### config.mk
export PLATFORM = sky130hd
export DESIGN_NAME = line_pixel_stepper
export DESIGN_NICKNAME = d
export VERILOG_FILES = /design/src/rtl/lps_pkg.sv /design/src/rtl/lps_div.sv /design/src/rtl/line_pixel_stepper.sv
export SDC_FILE = /design/constraint.sdc
export NUM_CORES = 1
export LEC_CHECK = 0
export BUFFER_PORTS_ARGS = -buffer_cell sky130_fd_sc_hd__buf_2
export CORE_ASPECT_RATIO = 1.25
export CORE_MARGIN = 2
export CORE_UTILIZATION = 30
export CTS_CLUSTER_DIAMETER = 80
export CTS_CLUSTER_SIZE = 12
export DETAILED_ROUTE_END_ITERATION = 12
export PLACE_DENSITY = 0.44
export SLEW_MARGIN = 15
export SYNTH_ARGS = -nofsm -noshare
export SYNTH_HDL_FRONTEND = slang
export SYNTH_SLANG_ARGS = --single-unit
### constraint.sdc
create_clock -name clk_i -period 3.21 [get_ports clk_i]
set_input_delay 0.321 -clock clk_i [delete_from_list [all_inputs] [get_ports clk_i]]
set_output_delay 0.321 -clock clk_i [all_outputs]
set_load 0.05 [all_outputs]
### src/rtl/lps_pkg.sv
// ----------------------------------------------------------------------------
// lps_pkg
// shared types for the line pixel stepper and its serial divider
// ----------------------------------------------------------------------------
package lps_pkg;

  // request from the sequencer to the divider
  typedef struct packed {
    logic start;
  } lps_div_req_t;

  // status back from the divider
  typedef struct packed {
    logic done;
  } lps_div_sts_t;

endpackage

### src/rtl/lps_div.sv
// ----------------------------------------------------------------------------
// lps_div
// restoring divider, one quotient bit per cycle: (num << FRAC_BITS) / den
// ----------------------------------------------------------------------------
module lps_div import lps_pkg::*; #(
  parameter int COORD_BITS = 10,
  parameter int FRAC_BITS  = 16
) (
  input  logic                          clk_i,
  input  logic                          rst_ni,
  input  lps_div_req_t                  req_i,
  input  logic [COORD_BITS-1:0]         num_i,
  input  logic [COORD_BITS-1:0]         den_i,
  output lps_div_sts_t                  sts_o,
  output logic [COORD_BITS+FRAC_BITS-1:0] quot_o
);

  localparam int QW = COORD_BITS + FRAC_BITS;
  localparam int CW = $clog2(QW + 1);

  logic [CW-1:0]         cnt_q, cnt_d;
  logic                  done_q, done_d;
  logic [QW-1:0]         dq_q, dq_d;
  logic [COORD_BITS-1:0] rem_q, rem_d;
  logic [COORD_BITS-1:0] den_q, den_d;

  logic [COORD_BITS:0]   trial;
  logic [COORD_BITS+1:0] diff;
  logic                  ge;

  // one compare and subtract per cycle
  assign trial = {rem_q, dq_q[QW-1]};
  assign diff  = {1'b0, trial} - {2'b00, den_q};
  assign ge    = ~diff[COORD_BITS+1];

  always_comb begin
    cnt_d  = cnt_q;
    done_d = 1'b0;
    dq_d   = dq_q;
    rem_d  = rem_q;
    den_d  = den_q;
    if (req_i.start) begin
      cnt_d = CW'(QW);
      dq_d  = {num_i, {FRAC_BITS{1'b0}}};
      rem_d = '0;
      den_d = den_i;
    end else if (cnt_q != '0) begin
      cnt_d  = cnt_q - CW'(1);
      dq_d   = {dq_q[QW-2:0], ge};
      rem_d  = ge ? diff[COORD_BITS-1:0] : trial[COORD_BITS-1:0];
      done_d = (cnt_q == CW'(1));
    end
  end

  always_ff @(posedge clk_i or negedge rst_ni) begin
    if (!rst_ni) begin
      cnt_q  <= '0;
      done_q <= 1'b0;
    end else begin
      cnt_q  <= cnt_d;
      done_q <= done_d;
    end
  end

  always_ff @(posedge clk_i) begin
    dq_q  <= dq_d;
    rem_q <= rem_d;
    den_q <= den_d;
  end

  assign sts_o.done = done_q;
  assign quot_o     = dq_q;

endmodule

### src/rtl/line_pixel_stepper.sv
// ----------------------------------------------------------------------------
// line_pixel_stepper
// steps a straight line one pixel per tick transfer, slope from a serial divide
// ----------------------------------------------------------------------------
// tick to output: a tick transfer's pixel is registered and shows on the output in the next cycle
// throughput: ticks go one per cycle while the output register drains and no divide runs
// start transfer: no divide for flat, empty or negative-major lines, otherwise
//   input is held off while the one-bit-per-cycle divider finds the slope
// reset: asynchronous, clears the line (no pixels left) and the output valid
// ----------------------------------------------------------------------------
module line_pixel_stepper import lps_pkg::*; #(
  parameter int COORD_BITS = 10,
  parameter int FRAC_BITS  = 16
) (
  input  logic                                  clk_i,
  input  logic                                  rst_ni,
  // input stream
  input  logic                                  s_axis_tvalid,
  output logic                                  s_axis_tready,
  // start_x, start_y, end_x, end_y from the lowest bit up
  input  logic [((4*COORD_BITS+7)/8)*8-1:0]     s_axis_tdata,
  // func: 0 start a line, 1 tick
  input  logic                                  s_axis_tuser,
  // output stream
  output logic                                  m_axis_tvalid,
  input  logic                                  m_axis_tready,
  // pix_x, pix_y from the lowest bit up
  output logic [((2*COORD_BITS+7)/8)*8-1:0]     m_axis_tdata,
  // last_pixel
  output logic                                  m_axis_tlast
);

  localparam int CB = COORD_BITS;
  localparam int QW = COORD_BITS + FRAC_BITS;
  // 0.4 in fixed point, rounded to nearest
  localparam int unsigned ROUND_BIAS_INT = ((32'd1 << (FRAC_BITS + 1)) + 32'd2) / 32'd5;
  localparam logic [QW-1:0] ROUND_BIAS = QW'(ROUND_BIAS_INT);

  // sequencer codes
  localparam logic STATE_IDLE = 1'b0;
  localparam logic STATE_DIV  = 1'b1;

  logic state_q, state_d;

  // line state
  logic [CB-1:0] major_pos_q, major_pos_d;
  logic [QW-1:0] minor_acc_q, minor_acc_d;
  logic [QW-1:0] step_inc_q,  step_inc_d;
  logic [CB-1:0] steps_left_q, steps_left_d;
  logic          y_major_q,   y_major_d;
  logic          neg_q,       neg_d;

  // output register
  logic          out_vld_q, out_vld_d;
  logic [CB-1:0] pix_x_q, pix_x_d;
  logic [CB-1:0] pix_y_q, pix_y_d;
  logic          last_q,  last_d;

  // input fields
  logic [CB-1:0] sx, sy, ex, ey;
  assign sx = s_axis_tdata[CB-1:0];
  assign sy = s_axis_tdata[2*CB-1:CB];
  assign ex = s_axis_tdata[3*CB-1:2*CB];
  assign ey = s_axis_tdata[4*CB-1:3*CB];

  // signed deltas, one bit wider than a coordinate
  logic signed [CB:0] dx, dy;
  assign dx = $signed({1'b0, ex}) - $signed({1'b0, sx});
  assign dy = $signed({1'b0, ey}) - $signed({1'b0, sy});

  // divider link
  lps_div_req_t  div_req;
  lps_div_sts_t  div_sts;
  logic [CB-1:0] div_num, div_den;
  logic [QW-1:0] div_quot;

  lps_div #(
    .COORD_BITS(COORD_BITS),
    .FRAC_BITS (FRAC_BITS)
  ) u_div (
    .clk_i (clk_i),
    .rst_ni(rst_ni),
    .req_i (div_req),
    .num_i (div_num),
    .den_i (div_den),
    .sts_o (div_sts),
    .quot_o(div_quot)
  );

  // start decode
  logic               st_y_major;
  logic signed [CB:0] st_major, st_minor;
  logic               st_flat;
  logic               st_pos;

  always_comb begin
    st_flat = 1'b0;
    if (dx == '0) begin
      // vertical, also both deltas zero
      st_y_major = 1'b1;
      st_flat    = 1'b1;
    end else if (dy == '0) begin
      // horizontal
      st_y_major = 1'b0;
      st_flat    = 1'b1;
    end else if (dx > dy) begin
      st_y_major = 1'b0;
    end else begin
      st_y_major = 1'b1;
    end
    st_major = st_y_major ? dy : dx;
    st_minor = st_y_major ? dx : dy;
    st_pos   = (st_major > 0);
  end

  logic [CB:0]   minor_abs;
  logic [CB-1:0] minor_now;
  logic [QW-1:0] biased;
  logic          in_xfer, tick_ok;

  assign minor_abs = st_minor[CB] ? (~st_minor + 1'b1) : st_minor;
  assign div_num   = minor_abs[CB-1:0];
  assign div_den   = st_major[CB-1:0];

  assign biased    = minor_acc_q + ROUND_BIAS;
  assign minor_now = biased[QW-1:FRAC_BITS];

  // a tick needs room in the output register; a start does not
  assign tick_ok       = ~out_vld_q | m_axis_tready;
  assign s_axis_tready = (state_q == STATE_IDLE) & (~s_axis_tuser | tick_ok);
  assign in_xfer       = s_axis_tvalid & s_axis_tready;

  always_comb begin
    state_d      = state_q;
    major_pos_d  = major_pos_q;
    minor_acc_d  = minor_acc_q;
    step_inc_d   = step_inc_q;
    steps_left_d = steps_left_q;
    y_major_d    = y_major_q;
    neg_d        = neg_q;
    out_vld_d    = out_vld_q & ~m_axis_tready;
    pix_x_d      = pix_x_q;
    pix_y_d      = pix_y_q;
    last_d       = last_q;
    div_req.start = 1'b0;

    case (state_q)
      STATE_IDLE: begin
        if (in_xfer && !s_axis_tuser) begin
          // new line replaces any in progress
          y_major_d    = st_y_major;
          major_pos_d  = st_y_major ? sy : sx;
          minor_acc_d  = {(st_y_major ? sx : sy), {FRAC_BITS{1'b0}}};
          steps_left_d = st_pos ? st_major[CB-1:0] : '0;
          step_inc_d   = '0;
          neg_d        = st_minor[CB];
          if (!st_flat && st_pos) begin
            div_req.start = 1'b1;
            state_d       = STATE_DIV;
          end
        end else if (in_xfer && steps_left_q != '0) begin
          // tick with pixels left
          out_vld_d    = 1'b1;
          pix_x_d      = y_major_q ? minor_now : major_pos_q;
          pix_y_d      = y_major_q ? major_pos_q : minor_now;
          last_d       = (steps_left_q == CB'(1));
          major_pos_d  = major_pos_q + CB'(1);
          minor_acc_d  = minor_acc_q + step_inc_q;
          steps_left_d = steps_left_q - CB'(1);
        end
      end
      STATE_DIV: begin
        if (div_sts.done) begin
          step_inc_d = neg_q ? (~div_quot + QW'(1)) : div_quot;
          state_d    = STATE_IDLE;
        end
      end
      default: state_d = STATE_IDLE;
    endcase
  end

  always_ff @(posedge clk_i or negedge rst_ni) begin
    if (!rst_ni) begin
      state_q      <= STATE_IDLE;
      steps_left_q <= '0;
      out_vld_q    <= 1'b0;
    end else begin
      state_q      <= state_d;
      steps_left_q <= steps_left_d;
      out_vld_q    <= out_vld_d;
    end
  end

  always_ff @(posedge clk_i) begin
    major_pos_q <= major_pos_d;
    minor_acc_q <= minor_acc_d;
    step_inc_q  <= step_inc_d;
    y_major_q   <= y_major_d;
    neg_q       <= neg_d;
    pix_x_q     <= pix_x_d;
    pix_y_q     <= pix_y_d;
    last_q      <= last_d;
  end

  always_comb begin
    m_axis_tdata            = '0;
    m_axis_tdata[2*CB-1:0]  = {pix_y_q, pix_x_q};
  end
  assign m_axis_tvalid = out_vld_q;
  assign m_axis_tlast  = last_q;

endmodule

==> impl.org, run 1 <==
** Synthesis
- Sequential area share after synthesis :: 0.396
- By instance count, the leading cell after synthesis is sky130_fd_sc_hd__nor2_1.
- Warning count from the yosys run :: 0
- Most frequent cells after synthesis :: sky130_fd_sc_hd__nor2_1, sky130_fd_sc_hd__nand2_1, sky130_fd_sc_hd__edfxtp_1
- Fraction of the mapped netlist area in compound gates :: 0.180
- Post-synthesis register bit count :: 149
- Of all flip-flops after synthesis, the portion carrying an async set or reset was 0.121.
- Count of distinct cell types in the synthesized netlist :: 76
- Of the total synthesized cell area, the portion taken by AND, OR, NAND and NOR gates is 0.169.
- Synth top area share :: 0.302
- Xor and xnor area share after synthesis :: 0.0731
- In this run the mean area of a mapped cell was 9.13 sq um.
- Synthesized area :: between 10000 and 15000 sq um
- For this run, the leading register cell type out of synthesis is sky130_fd_sc_hd__edfxtp_1.
- Adder and majority cell fraction of the synthesized area :: 0.0941
- Sorting the synthesized cells by area gives the leading types as sky130_fd_sc_hd__edfxtp_1, sky130_fd_sc_hd__ha_1, sky130_fd_sc_hd__dfxtp_1.
- Library cell with the largest summed area after synthesis :: sky130_fd_sc_hd__edfxtp_1
- Number of instances in the synthesized netlist :: 1142
- Of the post-synthesis cell area, the part taken by muxes is 0.0429.
- EDFF count, synth :: 105
- Dominant combinational cell family by area after synthesis :: compound AO/OA/AOI/OAI gates

** STA
- For the final database, setup skew stands at 20.1 ps.
- In the post-route analysis, the smallest setup slack over all paths is -1000 ps.
- Worst-case hold slack :: 182 ps
- The max-slew violation count is 0.
- Setup violations remaining at the end of the flow were counted as 105.
- RSZ-0062 raised after global routing :: yes
- Maximum clock frequency :: ~240 MHz
- Of the available clock period, the critical path in the final layout requires 1.31.
- Max-slew headroom at the worst pin :: 0.398
- Post-layout minimum cycle time :: approximately 4200 ps
- At the pin with the least slew margin, the transition time is around 900 ps.
- Final hold viol count :: 0

** Routing
- Routed WL per cell :: 15.7 microns
- After detailed routing, the number of remaining DRC violations is 0.
- Summed over all layers, the routed wires come to 29500 microns.
- Using the TritonRoute via totals, the vias-per-cell ratio works out to between 4 and 5.
- Drt pass-1 iters :: 4
- Summing over every cut layer, the via total after detailed routing is 8993.
- In this run the remaining antenna-violating nets after routing total 0.
- Initial DRC count :: 385

** Critical path
- Worst endpoint required time :: 3390 ps
- Reg-to-reg startpoint :: step_inc_q[0]
- The number of buffers and inverters on the critical path is 3.
- By startpoint and endpoint, the worst setup path is classified as in2reg.
- In this design, the critical path's most frequently occurring cell is sky130_fd_sc_hd__ha_4.
- Path depth of the worst reg2reg path :: 15
- Peak per-stage delay on the critical path :: 350 ps
- Capturing point of the worst reg2reg path :: minor_acc_q[24]
- The worst setup path is captured at a flip-flop.
- Max FO, Critical Path :: 4
- Data arrives at the worst endpoint at 4400 ps.
- STA classifies the critical path startpoint as a primary input.
- Critical path launch point :: s_axis_tdata[20]
- R2R setup slack :: -40 ps
- Worst path top cell family by delay :: compound AO/OA/AOI/OAI gates
- Cell with the largest stage delay on the worst path :: sky130_fd_sc_hd__mux2_4

** Global routing
- Pin count of the biggest net entering global routing :: 57
- Vias in the first global route :: 8926
- The total overflow left after global routing is 0.
- Wire length of the first global-routing pass :: ~47000 microns
- Initial antenna violation count :: 0
- For this run, the total global-route usage over all layers was measured as 0.167.

** Finish
- Number of antenna repair diodes :: 0
- Of the cells placed in the final design, the portion with a size suffix greater than 1 is 0.327.
- At the end of the flow the core is filled with cells to 0.417.
- Total number of nets in the final design :: 1513
- From synthesis to final layout, the design area changed by 37.2%.
- Post-route insts no fill :: 1873

** Floorplan
- The core region is roughly 34000 sq um.
- Measured along the x axis, the die boundary spans 171 microns.
- The floorplan step set the die height to 212 microns.
- a little over 70 I/O pins were placed.
- The initialized floorplan defines 76 standard-cell rows.
- Initial cell density of the core :: 0.304
- The floorplan step defined a die boundary enclosing 36300 sq um.

** Placed design
- In this run, placement finished with an instance count of ~1.8k.
- Worst-case setup slack after placement :: -1560 ps
- The count of buffers added on input and output ports is 67.
- At the end of routability-driven placement, the weighted congestion stood at 0.868.
- Detailed placement ended at an HPWL of 22000 microns.

** Clocking
- Deepest clock path buffer count :: 2
- TritonCTS built the clock tree.
- The H-tree was split into 4 levels.
- Clock root buffer master :: sky130_fd_sc_hd__clkbuf_16
- CTS buffer count :: 17
- Clock latency reported for the late side of the worst-skew pair :: 440 ps
- Clock-pin slew on the worst setup and hold paths :: 70 ps
- For this design, the sink count on the clock tree is 149.

** Worst hold path
- Hold Startpoint :: m_axis_tready
- The path with the worst hold slack has its endpoint at m_axis_tvalid.
- Counting instances, the worst hold path has a depth of 3.
- The min-delay analysis places its worst path in the category in2reg.

** Status
- The final reports fail on setup timing.
- Status :: finished, violations left

** Pwr
- Peak supply drop :: ~0.6 mV
- Pwr/cell area :: 931 nW/um^2
- In this run the static leakage power is 0.00605 uW.
- After layout, the design draws a total of 13300 uW.

** Job
- Across the run, the number of max-cap violations was 0.
==> tightest hold or removal path, delay by kind of cell <==
kind                   cells  cell delay, ps
AOI/OAI and AO/OA          1             110
buffers and inverters      2             160
==> worst max-delay path by stage <==
| stage | cells after the start | slack [ps] | to |
|---|---|---|---|
| detailed placement | 26 | -1560 | u_div.quot_o[24] |
| CTS | 26 | -940 | u_div.quot_o[24] |
| finish | 26 | -1000 | u_div.quot_o[22] |
| global route | 26 | -1250 | u_div.quot_o[24] |
| floorplan | 26 | -1290 | u_div.quot_o[24] |
| global placement | 26 | -1450 | u_div.quot_o[24] |
==> cells by family after synthesis <==
logic type               Yosys count
AND/OR/NAND/NOR                  385
AO/OA/AOI/OAI                    290
flip-flops                       149
buffers and inverters            112
XOR/XNOR                          87
adder cells (fa/ha/maj)           76
multiplexers                      42
other                              1
==> registers in the layout (all words and copies together), names as in the netlist <==
name,flops
major_pos_q,10
y_major_q,1
neg_q,1
u_div.cnt_q,5
minor_acc_q,26
m_axis_tlast,1
step_inc_q,26
pix_y_q,10
u_div.quot_o,26
pix_x_q,10
u_div.sts_o,1
u_div.rem_q,10
m_axis_tvalid,1
steps_left_q,10
state_q,1
u_div.den_q,10
==> power breakdown <==
| part | leakage, uW | internal (uW) | switching, uW | total (uW) |
|---|---|---|---|---|
| logic | 0.00431 | 3510 | 3900 | 7410 |
| registers | 0.00144 | 3180 | 666 | 3840 |
| clock network | 0.000296 | 1180 | 880 | 2060 |
==> layout make-up <==
| class | count | area (sq um) |
|---|---|---|
| well taps | 468 | 586 |
| flip-flops and latches | 149 | 4120 |
| clock buffers | 21 | 483 |
| inverters | 70 | 272 |
| multi-input cells | 885 | 6540 |
| repair buffers | 269 | 2190 |
| clock inverters | 11 | 111 |
| fillers | 3340 | 20000 |
==> cell usage in the layout (no fill, tap or decap), drive strengths merged, types with 20 or more instances in the layout <==
master and count:
a31oi 20, buf 268, inv 74, nand2 127, nor2 132, xor2 42, edfxtp 105, o21ai 65
nand3 30, a211oi 20, clkbuf 21, a21oi 85, xnor2 45, ha 72, mux2 21, dfxtp 26
mux2i 21
==> routing by layer <==
layer	global-route usage	share of wire	wire length, microns
met5	0	0	0
met4	0.0492	0.012	352
met3	0.0238	0.023	677
met2	0.293	0.50	14800
met1	0.211	0.46	13700
==> repair_timing <==
| item | in CTS | in global routing |
|---|---|---|
| endpoints found under the setup margin | 105 | 105 |
| pin swaps | 36 | 33 |
| hold buffers | 1 | 0 |
| hold endpoints to repair | 18 | 0 |
| gates resized for setup | 66 | 65 |
| cloned | 6 | 1 |
| setup buffers | 16 | 22 |
==> per-stage QoR <==
| stage | instance area (sq um) | setup TNS [ps] |
|---|---|---|
| after floorplan | 10800 | -79420 |
| after global placement | 12800 | -125480 |
| after detailed placement | 12800 | -135100 |
| after CTS | 13900 | -74500 |
| after global routing | 14300 | -89610 |
| final | 14300 | -73940 |
(Power assumes the default switching activity.)
==> run 2: changes to the inputs <==
--- a/config.mk
+++ b/config.mk
@@ -5,6 +5,7 @@
 export SDC_FILE = /design/constraint.sdc
 export NUM_CORES = 1
 export LEC_CHECK = 0
+export ABC_AREA = 1
 export BUFFER_PORTS_ARGS = -buffer_cell sky130_fd_sc_hd__buf_2
 export CORE_ASPECT_RATIO = 1.25
 export CORE_MARGIN = 2
==> run 2 against run 1 <==
The run still ends with setup timing left. Setup slack better by 660 ps. Synthesized cell count up 29%. Sequential power down 4%. Count of clock-buffer cells in the layout down 2. Final cell count up 18%. Non-clock buffer count down 7. Largest cell class unchanged.
==> impl.org, run 2 <==
** Job
- The number of maximum-capacitance constraint violations is 0 (unchanged).

** Clocking
- The clock sink count is 149 (unchanged).
- The total number of H-tree levels came to 4 (unchanged).
- The total clock buffers created by CTS was 17 (unchanged).
- Deepest clock path buffer count :: 2 (unchanged)
- Clock-pin slew on the worst setup and hold paths :: 60 ps (about the same)
- Clock root buffer master :: sky130_fd_sc_hd__clkbuf_16
- The clock network latency to the later pin of the worst-skew pair came to 440 ps (about the same).
- TritonCTS clock tree :: built

** Placed design
- The last weighted congestion value of the routability-driven placer is 0.891 (+2.7%).
- Port Buffer Count :: 67 (unchanged)
- Detailed Place HPWL :: 24800 microns (+13%)

** Finish
- The layout net count was 1836 (+21%).
- The fraction of layout cells with a size suffix above 1 came to 0.274 (-0.0530).
- The utilization of the core after routing came to 0.413 (-0.00379).
- Area growth from synthesis to layout :: 36.3%
- Most common cell after layout, fill and taps aside :: sky130_fd_sc_hd__nand2_1
- The top cell types in the final layout, fill and taps aside, are sky130_fd_sc_hd__nand2_1, sky130_fd_sc_hd__inv_1, sky130_fd_sc_hd__buf_4.
- The number of inserted diodes is 0 (unchanged).

** Floorplan
- The die extent in x is 175 microns (+2.4%).
- Die Span Y :: 218 microns (+2.4%)
- The top-level I/O count was 72 (unchanged).
- The placeable core region was 36100 sq um (+5.2%).
- The standard-cell row count was 78 (+2.6%).
- Initial cell density of the core :: 0.303 (-0.000603)
- Area of the die :: 38000 sq um (+4.9%)

** Global routing
- The number of global-route vias before repair was 9842 (+10%).
- Most Used Layer, Global Route :: met2
- Total gr overflow :: 0 (unchanged)
- The number of antenna violations at the first check in global routing came to 0 (unchanged).
- Wire length of the first global-routing pass :: 50800 microns (+8.3%)
- GR Layer Usage met2 :: 0.298 (+0.00445)
- Met1 usage :: 0.214 (+0.00350)
- Global-route total usage across every layer :: 0.169 (+0.00245)
- The met3 demand-to-capacity share in global routing is 0.0185 (-0.00535).
- Pin count of the biggest net entering global routing :: 40 (-30%)

** Synthesis
- EDFF count, synth :: 105 (unchanged)
- The mean area per synthesized cell was 7.43 sq um (-19%).
- The fraction of the yosys area taken by sequential cells is 0.377 (-0.0188).
- The post-synthesis sequential element count came to 149 (unchanged).
- Synth top area share :: 0.288 (-0.0144)
- The simple-gate share of the synthesized area was 0.244 (+0.0747).
- Synthesized area :: 10900 sq um (+5.0%)
- The multiplexer share of the synthesized area was 0 (-0.0429).
- After synthesis, the cell types taking the most area are sky130_fd_sc_hd__edfxtp_1, sky130_fd_sc_hd__nand2_1, sky130_fd_sc_hd__ha_1.
- Adder and majority cell fraction of the synthesized area :: 0.0896 (-0.00447)
- sky130_fd_sc_hd__edfxtp_1 takes more of the synthesized area than any other cell.
- Fraction of the mapped netlist area in compound gates :: 0.154 (-0.0258)
- After synthesis, the largest family of logic cells by area is simple AND/OR/NAND/NOR gates.
- Count of distinct cell types in the synthesized netlist :: 52 (-32%)
- The synthesized-area fraction occupied by xor and xnor cells was 0.0319 (-0.0412).
- Among all flip-flop cells after synthesis, the most frequent one is sky130_fd_sc_hd__edfxtp_1.
- The count of synthesis-stage warnings from yosys is 0 (unchanged).
- Number of instances in the synthesized netlist :: 1472 (+29%)
- The fraction of registers with async set/reset was 0.121 (unchanged).
- Most frequent cells after synthesis :: sky130_fd_sc_hd__nand2_1, sky130_fd_sc_hd__inv_1, sky130_fd_sc_hd__o21ai_0
- Most numerous cell in the Yosys netlist :: sky130_fd_sc_hd__nand2_1

** Routing
- Initial DRC count :: 604 (+57%)
- The detailed-routing iteration count for the pre-antenna-repair pass was 5 (+1).
- The detailed-route wire length was 32700 microns (+11%).
- The DRC violations left is 0 (unchanged).
- The remaining number of nets flagged by the antenna check after routing came to 0 (unchanged).
- The vias per cell came to 4.70 (-2.2%).
- Via total after detailed routing :: 10.4k (+15%)
- Routed WL per cell :: 14.8 microns (-6.1%)

** STA
- Number of pins with negative max-slew slack in the final report :: 0 (unchanged)
- Transition at the pin with the smallest max-transition slack :: 603 ps (-300 ps)
- RSZ-0062 raised after global routing :: yes
- Maximum clock frequency :: 281 MHz (+18%)
- The final critical path time including I/O delays and setup was 3560 ps (-655 ps).
- The final hold violation count came to 0 (unchanged).
- The final-report setup violation count is 73 (-30%).
- The worst slew margin relative to its limit came to 0.594 (+0.196).
- Worst-case setup margin in the final layout :: -347 ps (+655 ps)
- The final hold slack came to 100 ps (-82.1 ps).
- The post-route clock skew is 8.77 ps (-11.3 ps).
- The portion of the clock cycle consumed by the worst path in the final layout came to 1.11 (-0.204).

** Pwr
- The leakage power came to 0.00692 uW (+14%).
- Pwr/cell area :: 871 nW/um^2 (-6.4%)
- The largest voltage drop on the vdd net was 0.436 mV (-27%).

** Worst hold path
- Type of the worst min-delay path :: in2reg
- The number of cells on the worst hold path is 2 (-1).

** Critical path
- Data arrival at the endpoint of the critical path :: 3750 ps (-650 ps)
- On the critical path, the stage with the largest delay is an instance of sky130_fd_sc_hd__fa_2.
- STA classifies the critical path endpoint as a flip-flop.
- Critical path launch point :: s_axis_tdata[20]
- The number of logic stages on the critical path including buffering is 33 (+27%).
- Worst path top cell family by delay :: simple AND/OR/NAND/NOR gates
- The depth of the worst register-to-register path was 13 (-2).
- Number of buffer and inverter instances along the worst setup path :: 8 (+5)
- The startpoint identified for the worst register-to-register timing path is minor_acc_q[2].
- The largest incremental delay on the critical path came to 390 ps (+40 ps).
- Worst Setup Path Type :: in2reg
- Capturing point of the worst reg2reg path :: minor_acc_q[19]
- The data required time of the critical path was 3400 ps (about the same).
- The setup slack on the worst flop-to-flop path is 200 ps (+240 ps).
- Type of origin of the critical path :: primary input
- Max FO, Critical Path :: 7 (+3)
- Critical path destination :: u_div.quot_o[19]

** Status
- The flow ran to the end, but the final reports show violations.
- Violations in the final reports :: setup timing
[run 2: cell count changes after synthesis, sizes merged, moves of 24 or more]
cell   previous run  this run
nand3            30        78
nand2           127       325
inv              68       237
nor3             17        41
o21ai            65       133
xnor2            45        10
[run 2: kinds of logic after synthesis]
logic type / after synthesis
flip-flops: 149
buffers and inverters: 283
XOR/XNOR: 39
other: 1
adder cells (fa/ha/maj): 76
AO/OA/AOI/OAI: 306
AND/OR/NAND/NOR: 618
[run 2: what timing repair did]
item	in CTS	in global routing
cloned	1	10
setup endpoints to repair	80	100
pin swaps	1	41
hold endpoints to repair	18	0
setup buffers	6	14
hold buffers	1	0
gates resized for setup	20	156
[run 2: worst min path at each step]
| stage | end | slack, ps | start |
|---|---|---|---|
| after floorplan | m_axis_tvalid | 30 | rst_ni |
| after global placement | u_div.cnt_q[2] | 310 | rst_ni |
| after detailed placement | u_div.cnt_q[0] | 300 | rst_ni |
| after CTS | m_axis_tvalid | 70 | m_axis_tready |
| after global routing | m_axis_tvalid | 80 | m_axis_tready |
| final | m_axis_tvalid | 100 | m_axis_tready |
[run 2: final cells by class]
type	instances	area (sq um)
multi-input cells	1047	6570
repair buffers	262	2060
inverters	238	916
fillers	3716	21200
well taps	480	601
flip-flops and latches	149	4120
clock inverters	13	206
clock buffers	19	443
[run 2: worst reg2reg max path, cell delays in order (launching register included)]
cell and delay [ps]:
sky130_fd_sc_hd__edfxtp_1 420, sky130_fd_sc_hd__ha_1 360, sky130_fd_sc_hd__a21oi_1 200, sky130_fd_sc_hd__o21ai_0 180
sky130_fd_sc_hd__a211o_1 310, sky130_fd_sc_hd__nand2_1 60, sky130_fd_sc_hd__nand2_1 50, sky130_fd_sc_hd__a21oi_1 190
sky130_fd_sc_hd__o21ai_0 180, sky130_fd_sc_hd__a21oi_1 200, sky130_fd_sc_hd__o21bai_1 100, sky130_fd_sc_hd__or2_2 280
sky130_fd_sc_hd__nand3_1 110, sky130_fd_sc_hd__o21ai_0 100
[run 2: where the power goes]
part / total [uW] / internal [uW] / switching [uW]
clock network: 2230 / 1400 / 835
registers: 3680 / 3080 / 604
logic: 7080 / 2910 / 4170
total: 13000 / 7380 / 5610
[run 2: stage by stage]
stage	total power, uW	cells	instance area (sq um)	TNS, ps	setup slack, ps
finish	13000	2208	14900	-15750	-347
global route	14100	2208	14900	-31260	-530
CTS	12400	2187	14100	-6450	-222
detailed placement	9990	2147	13200	-66280	-856
global placement	9940	2147	13200	-64980	-838
floorplan	7940	1475	11200	-17180	-418
[run 2: routing by layer]
layer	vias up	part of all wire
li1	5388	-
met1	4770	0.45
met2	166	0.50
met3	44	0.023
met4	0	0.021
met5	-	0
